[src/assert_macros.svh]
`ifndef ASSERT_MACROS_SVH
`define ASSERT_MACROS_SVH

// Same-cycle implication, sampled on i_clk and disabled during reset.
`define SHDEC_ASSERT_NOW(lbl, ante, cons) \
    lbl: assert property (@(posedge i_clk) disable iff (!i_rst_n) (ante) |-> (cons)) \
        else $error("assertion failed");

// Next-cycle implication, sampled on i_clk and disabled during reset.
`define SHDEC_ASSERT_NEXT(lbl, ante, cons) \
    lbl: assert property (@(posedge i_clk) disable iff (!i_rst_n) (ante) |=> (cons)) \
        else $error("assertion failed");

`endif

[src/shdec_pkg.sv]
package shdec_pkg;

    localparam int CMD_W  = 3;
    localparam int ST_W   = 9;
    localparam int SYM_W  = 8;
    localparam int LANE_W = 4;

    localparam logic [CMD_W-1:0] CMD_LOAD        = 3'd0;
    localparam logic [CMD_W-1:0] CMD_SEED        = 3'd1;
    localparam logic [CMD_W-1:0] CMD_STEP_ACTUAL = 3'd2;
    localparam logic [CMD_W-1:0] CMD_STEP_LANES  = 3'd3;
    localparam logic [CMD_W-1:0] CMD_RESOLVE     = 3'd4;

    typedef logic [ST_W-1:0]   t_state;
    typedef logic [SYM_W-1:0]  t_sym;
    typedef logic [LANE_W-1:0] t_lane;

    typedef enum logic [2:0] {
        K_NONE,
        K_LOAD,
        K_SEED,
        K_STEP_ACTUAL,
        K_STEP_LANES,
        K_RESOLVE
    } t_kind;

    // One classified request as it travels from the front to the back.
    typedef struct packed {
        t_kind  kind;
        t_state index;
        t_state nz;
        t_state no;
        t_sym   sym;
        logic   leaf;
        t_lane  lane;
        t_state seed;
        logic   code_bit;
    } t_req;

    // One result as it leaves the back.
    typedef struct packed {
        t_state actual;
        t_sym   sym;
        logic   at_leaf;
        logic   hit;
        t_lane  hit_lane;
    } t_res;

endpackage

[src/shdec_if.sv]
interface shdec_in_if;
    logic                      valid;
    logic                      ready;
    logic [2:0]                command;
    logic [8:0]                entry_index;
    logic [8:0]                next_if_zero;
    logic [8:0]                next_if_one;
    logic [7:0]                entry_symbol;
    logic                      entry_is_leaf;
    logic [3:0]                lane_number;
    logic [8:0]                seed_state;
    logic                      code_bit;

    modport source (
        output valid, command, entry_index, next_if_zero, next_if_one,
               entry_symbol, entry_is_leaf, lane_number, seed_state, code_bit,
        input  ready
    );
    modport sink (
        input  valid, command, entry_index, next_if_zero, next_if_one,
               entry_symbol, entry_is_leaf, lane_number, seed_state, code_bit,
        output ready
    );
endinterface


[src/shdec_front.sv]
module shdec_front (
    input  logic              i_clk,
    input  logic              i_rst_n,
    shdec_in_if.sink          i_in,
    output logic              o_q_valid,
    output shdec_pkg::t_req   o_q_req,
    input  logic              i_q_pop
);

    localparam int QD = 4;

    shdec_pkg::t_req r_q [QD];
    logic [1:0]      r_wr_ptr, n_wr_ptr;
    logic [1:0]      r_rd_ptr, n_rd_ptr;
    logic [2:0]      r_count, n_count;
    shdec_pkg::t_req w_req;
    logic            w_push;

    // Classify the command into the kind of work the back has to do.
    always_comb begin
        w_req.index    = i_in.entry_index;
        w_req.nz       = i_in.next_if_zero;
        w_req.no       = i_in.next_if_one;
        w_req.sym      = i_in.entry_symbol;
        w_req.leaf     = i_in.entry_is_leaf;
        w_req.lane     = i_in.lane_number;
        w_req.seed     = i_in.seed_state;
        w_req.code_bit = i_in.code_bit;
        case (i_in.command)
            shdec_pkg::CMD_LOAD:        w_req.kind = shdec_pkg::K_LOAD;
            shdec_pkg::CMD_SEED:        w_req.kind = shdec_pkg::K_SEED;
            shdec_pkg::CMD_STEP_ACTUAL: w_req.kind = shdec_pkg::K_STEP_ACTUAL;
            shdec_pkg::CMD_STEP_LANES:  w_req.kind = shdec_pkg::K_STEP_LANES;
            shdec_pkg::CMD_RESOLVE:     w_req.kind = shdec_pkg::K_RESOLVE;
            default:                    w_req.kind = shdec_pkg::K_NONE;
        endcase
    end

    assign i_in.ready = (r_count != 3'(QD));
    assign w_push     = i_in.valid && i_in.ready;
    assign o_q_valid  = (r_count != 3'd0);
    assign o_q_req    = r_q[r_rd_ptr];

    always_comb begin
        n_wr_ptr = w_push  ? r_wr_ptr + 2'd1 : r_wr_ptr;
        n_rd_ptr = i_q_pop ? r_rd_ptr + 2'd1 : r_rd_ptr;
        n_count  = r_count + 3'(w_push) - 3'(i_q_pop);
    end

    always_ff @(posedge i_clk) begin
        if (!i_rst_n) begin
            r_wr_ptr <= '0;
            r_rd_ptr <= '0;
            r_count  <= '0;
        end else begin
            r_wr_ptr <= n_wr_ptr;
            r_rd_ptr <= n_rd_ptr;
            r_count  <= n_count;
        end
    end

    always_ff @(posedge i_clk) begin
        if (w_push) begin
            r_q[r_wr_ptr] <= w_req;
        end
    end

endmodule

[src/flat_wrapper.sv]
// flat-port wrapper written by rule: the top's interface ports become plain ports
module shdec_front_flat 
  (i_clk, i_rst_n, o_q_valid, o_q_req, i_q_pop, i_in_valid, i_in_command, i_in_entry_index, i_in_next_if_zero, i_in_next_if_one, i_in_entry_symbol, i_in_entry_is_leaf, i_in_lane_number, i_in_seed_state, i_in_code_bit, i_in_ready);
  shdec_in_if i_in_i ();
  input  logic i_clk;
  input  logic i_rst_n;
  output logic o_q_valid;
  output shdec_pkg::t_req o_q_req;
  input  logic i_q_pop;
  input wire logic [$bits(i_in_i.valid)-1:0] i_in_valid;
  input wire logic [$bits(i_in_i.command)-1:0] i_in_command;
  input wire logic [$bits(i_in_i.entry_index)-1:0] i_in_entry_index;
  input wire logic [$bits(i_in_i.next_if_zero)-1:0] i_in_next_if_zero;
  input wire logic [$bits(i_in_i.next_if_one)-1:0] i_in_next_if_one;
  input wire logic [$bits(i_in_i.entry_symbol)-1:0] i_in_entry_symbol;
  input wire logic [$bits(i_in_i.entry_is_leaf)-1:0] i_in_entry_is_leaf;
  input wire logic [$bits(i_in_i.lane_number)-1:0] i_in_lane_number;
  input wire logic [$bits(i_in_i.seed_state)-1:0] i_in_seed_state;
  input wire logic [$bits(i_in_i.code_bit)-1:0] i_in_code_bit;
  output wire logic [$bits(i_in_i.ready)-1:0] i_in_ready;
  assign i_in_i.valid = i_in_valid;
  assign i_in_i.command = i_in_command;
  assign i_in_i.entry_index = i_in_entry_index;
  assign i_in_i.next_if_zero = i_in_next_if_zero;
  assign i_in_i.next_if_one = i_in_next_if_one;
  assign i_in_i.entry_symbol = i_in_entry_symbol;
  assign i_in_i.entry_is_leaf = i_in_entry_is_leaf;
  assign i_in_i.lane_number = i_in_lane_number;
  assign i_in_i.seed_state = i_in_seed_state;
  assign i_in_i.code_bit = i_in_code_bit;
  assign i_in_ready = i_in_i.ready;
  shdec_front u_core (.i_clk(i_clk), .i_rst_n(i_rst_n), .i_in(i_in_i), .o_q_valid(o_q_valid), .o_q_req(o_q_req), .i_q_pop(i_q_pop));
endmodule
[config.mk]
export PLATFORM = sky130hd
export DESIGN_NAME = shdec_front_flat
export DESIGN_NICKNAME = d
export VERILOG_FILES = /design/src/assert_macros.svh /design/src/shdec_pkg.sv /design/src/shdec_if.sv /design/src/shdec_front.sv /design/src/flat_wrapper.sv
export SDC_FILE = /design/constraint.sdc
export NUM_CORES = 1
export LEC_CHECK = 0
export BUFFER_PORTS_ARGS = -buffer_cell sky130_fd_sc_hd__buf_2
export CORE_MARGIN = 4
export CORE_UTILIZATION = 40
export CTS_CLUSTER_SIZE = 25
export DETAILED_ROUTE_END_ITERATION = 6
export PLACE_DENSITY_LB_ADDON = 0.12
export SLEW_MARGIN = 30
export SYNTH_ARGS = -nofsm -noshare
export SYNTH_HDL_FRONTEND = slang
export SYNTH_SLANG_ARGS = --single-unit
export TNS_END_PERCENT = 1
[constraint.sdc]
create_clock -name i_clk -period 2.59 [get_ports i_clk]
set_input_delay 0 -clock i_clk [delete_from_list [all_inputs] [get_ports i_clk]]
set_output_delay 0 -clock i_clk [all_outputs]
set_load 0.01 [all_outputs]
# After elaboration in Yosys (flattened, before gate mapping)
# Memories as Yosys holds them, arrays and structs flattened. A register that Yosys moved wholly into a read port is not among the register bits.
# Index checks and enable logic that the tools add are counted.
word_totals:
  ff_bits: 7
  output_inout_bits: 55
  inputBits: 57
  ram_bits: 212
  mem_count: 1
  elab_cells: 21
op_classes:
  addsub: 4
  n_reduce_logical: 3
  n_eq_ne: 5
  n_mux: 5
memory_table:
  columns: ["name", "depth", "word_bits", "rd", "rd_ports_with_merged_regs", "write_ports", "line_no", "source"]
  rows:
  - ["u_core.r_q", 4, 53, 1, 1, 1, "shdec_front.sv:12", "shdec_pkg::t_req r_q [QD];"]
op_table:
  columns: ["operator", "count"]
  rows:
  - ["one-hot mux 3 bit (5 select lines)", 1]
  - ["equality test 3 x 2 -> 1 bit, second input constant", 2]
  - ["adder 2 x 1 -> 2 bit, second input constant", 2]
  - ["2-to-1 mux 2 bit", 2]
  - ["adder 3 x 1 -> 3 bit", 1]
  - ["equality test 3 x 1 -> 1 bit, second input constant", 1]
  - ["equality test 3 bit, second input constant", 1]
  - ["logical NOT 3 bit", 1]
  - ["!= test 3 bit, second input constant", 1]
  - ["nonzero test 3 bit", 1]
  - ["subtractor 3 x 1 -> 3 bit", 1]
  - ["2-to-1 mux 1 bit", 2]
  - ["logical AND 1 bit", 1]

# Longest topological paths before layout
depth:
  ltp_word: 4
  mapped_depth: 9
  ltp_nobuf: 9

# Least setup slack after synthesis
# No wires, ideal clock.
synth_timing:
  path_kind: "register to register"
  start: "register u_core.r_count[1]"
  end: "memory u_core.r_q[2][0] in the netlist's numbering (enable)"
  required_ns: 2.174
  path_stages_with_launch: 4
  setup_slack_ns: 0.128
  path_buffers: 0
  setup_time_ns: 0.416
  t_arrival_ns: 2.045
  synth_period_minus_slack_ns: 2.462
  cell_sequence: "dfxtp_1 > nor2_1 > a21boi_2 > and2_1"
synth_between:
  elab_chain_len: 4
synth_lines:
  columns: ["item", "line_no", "source"]
  rows:
  - ["start: declaration", "shdec_front.sv:15", "logic [2:0] r_count, n_count;"]
  - ["start signal: assignment", "shdec_front.sv:58", "r_count <= n_count;"]
  - ["!= test 3 bit", "shdec_front.sv:39", "assign i_in.ready = (r_count != 3'(QD));"]
  - ["logical AND 1 bit", "shdec_front.sv:40", "assign w_push = i_in.valid && i_in.ready;"]
  - ["named net u_core.w_push", "shdec_front.sv:17", "logic w_push;"]
  - ["2-to-1 mux 1 bit", "shdec_front.sv:63", "if (w_push) begin"]
  - ["2-to-1 mux 1 bit (not written as such)", "shdec_front.sv:64", "r_q[r_wr_ptr] <= w_req;"]
  - ["end: declaration", "shdec_front.sv:12", null]
# The timed path passes the listed nets, and every way through them passes these cells.

==> results_dict.tcl <==
set metrics [dict create \
    p_per_area_nw_per_um2 849 \
    ir_drop_uv 497 \
    grt_pass1_wl_um 23400 \
    overflow 0 \
    path_max_fanout 24 \
    seqCellArea_um2 6550 \
    first_global_vias 4168 \
    antenna_found_initial 0 \
    crit_chain "buf_4, mux4_2, buf_2" \
    final_cell_mix "edfxtp_1 (212), buf_2 (111), dlygate4sd3_1 (58)" \
    nets 589 \
    worstHoldPathCells 2 \
    slew_viol_final 0 \
    final_area_um2 10400 \
    skew_ns 0.00735 \
    ctsResizeCount 0 \
    hold_violations 0 \
    worst_pin_slew_ns 0.534 \
    syn_area_um2 8200 \
    final_common_cell "edfxtp_1" \
    ys.warnings.count 0 \
    critPathKind "reg2out" \
    seq_area_frac_synth_pct 79.8 \
    status "complete, no violations" \
    place_hpwl_um 9310 \
    die_h_um 151 \
    drive_gt1_share_pct 39.4 \
    synth_seq_cells 221 \
    netlist-cell-type-count 22 \
    wl_um 15200 \
    max_stage_delay_ns 0.67 \
    drc 0 \
    clk_latency_ns 0.49 \
    finalCritPeriodShare_pct 85.0 \
    portBuffers 111 \
    die_w_um 151 \
    rows 52 \
    dp_cells 712 \
    cp.required_ns 2.59 \
    drv_cap 0 \
    arrival_ns 2.20 \
    start_kind "register" \
    drtIter0Drc 193 \
    syn_nets 395 \
    grt_max_degree 35 \
    syn_to_final_growth_pct 26.9 \
    viasPerCell 4.84 \
    wl_per_cell_um 18.7 \
    fin_crit_ns 2.20 \
    core_area_um2 20200 \
    first_pass_iters 4 \
    clock-sinks 221 \
    syn_area_per_cell_um2 24.8 \
    numCtsBuffers 23 \
    min_path_type "in2reg" \
    root_buffer "clkbuf_16" \
    finalWorstSetupSlack_ns 0.388 \
    placed_area_um2 9120 \
    leakagePower_nw 3.58 \
    boundaryPins 112 \
    nFillCells 1641 \
    setup-tns-final_ns 0 \
    die_area_um2 22900 \
    htree_levels 1 \
    setup_viol_count_final 0 \
    cts_hold_buf 58 \
    dpl_worst_slack_ns 0.580 \
    rsz0062_at_grt "no" \
    postCtsSetupBuffers 0 \
    endpoint_kind "output pin" \
    start_util_pct 40.5 \
    fin_util_pct 51.5 \
    slew_headroom_pct 64.4 \
    multiInputGateArea_um2 1500 \
    worstRegToRegCells 8 \
    ant_nets 0 \
    cts_tree "yes" \
    track_usage_pct 13.4 \
    clk_pin_slew_ns 0.06 \
    layout.cells.non_filler 810 \
    vias 3920 \
    antenna_cells 0 \
    synthCells 331 \
    clock_path_buffers 3 \
    slowest_stage "dfxtp_4" \
    clock.fmax_ghz 0.454 \
    gp_congestion 0.727 \
]
## per-layer routing
layer / wire [µm] / up-vias / GRT usage (%)
li1: - / 1776 / -
met1: 6730 / 2013 / 19.1
met2: 7180 / 110 / 21.3
met3: 1010 / 21 / 3.17
met4: 229 / 0 / 3.17
met5: 0 / - / 0
## logic make-up (layout without fill, tap and decap cells)
group,count (synthesis),in the layout,share of synthesized area [%]
buffers and inverters,18,227,1.98
AND/OR/NAND/NOR,22,22,1.34
multiplexers,55,55,14.9
adder cells (fa/ha/maj),7,7,1.16
XOR/XNOR,5,5,0.534
AO/OA/AOI/OAI,3,3,0.259
flip-flops,221,221,79.8
## registers in the layout (all words and copies together), names as in the netlist, named ones only
register and flops:
u_core.r_count 3, u_core.r_q 212, u_core.r_wr_ptr 2, u_core.r_rd_ptr 2
## power by group
group          switching [W]  internal (W)
combinational       0.000695      0.000617
clock                0.00125       0.00182
sequential          0.000117       0.00434
## per-stage QoR
| stage | hold slack (ns) | total power (W) |
|---|---|---|
| 2_1_floorplan | 0.0989 | 0.00528 |
| 3_3_place_gp | 0.213 | 0.00578 |
| 3_5_place_dp | 0.217 | 0.00582 |
| 4_1_cts | 0.235 | 0.00899 |
| 5_1_grt | 0.253 | 0.00926 |
| 6_report | 0.252 | 0.00884 |
## final cells by class
type	instances	share of cell area (%)
sequential	221	62.9
multi-input combinational	92	14.4
timing repair buffer	182	12.4
clock buffer	26	5.64
tap	270	3.24
clock inverter	14	1.17
inverter	5	0.180
## worst max-delay path, delay by kind of cell, from the launching register on
kind | cells | cell delay [ns]
DFF | 1 | 0.67
muxes | 1 | 0.54
buffers and inverters | 2 | 0.48
## synthesized netlist by cell type (all sizes together)
library cell    n  area [µm²]
edfxtp        212        6370
mux4           53        1200
buf            11         136
and2            9        56.3
dfxtp           9         180
nand2           8        30.0
ha              6        75.1
inv             5        18.8
xnor2           4        35.0
nor2            3        11.3
clkbuf          2        7.51
mux2i           2        20.0
a21boi          1        11.3
a21oi           1        5.00
fa              1        20.0
nor2b           1        6.26
o21ai           1        5.00
or3             1        6.26
xor2            1        8.76
## final timing paths
path                  startpoint                  to  slack (ns)
min reg2reg   u_core.r_wr_ptr[1]  u_core.r_wr_ptr[1]        0.50
max reg2reg    u_core.r_count[1]   u_core.r_count[2]        0.58
min          i_in_entry_index[5]   u_core.r_q[2][46]        0.25
max                     register         o_q_req[12]        0.39
Power figures use the tool's default switching activity.
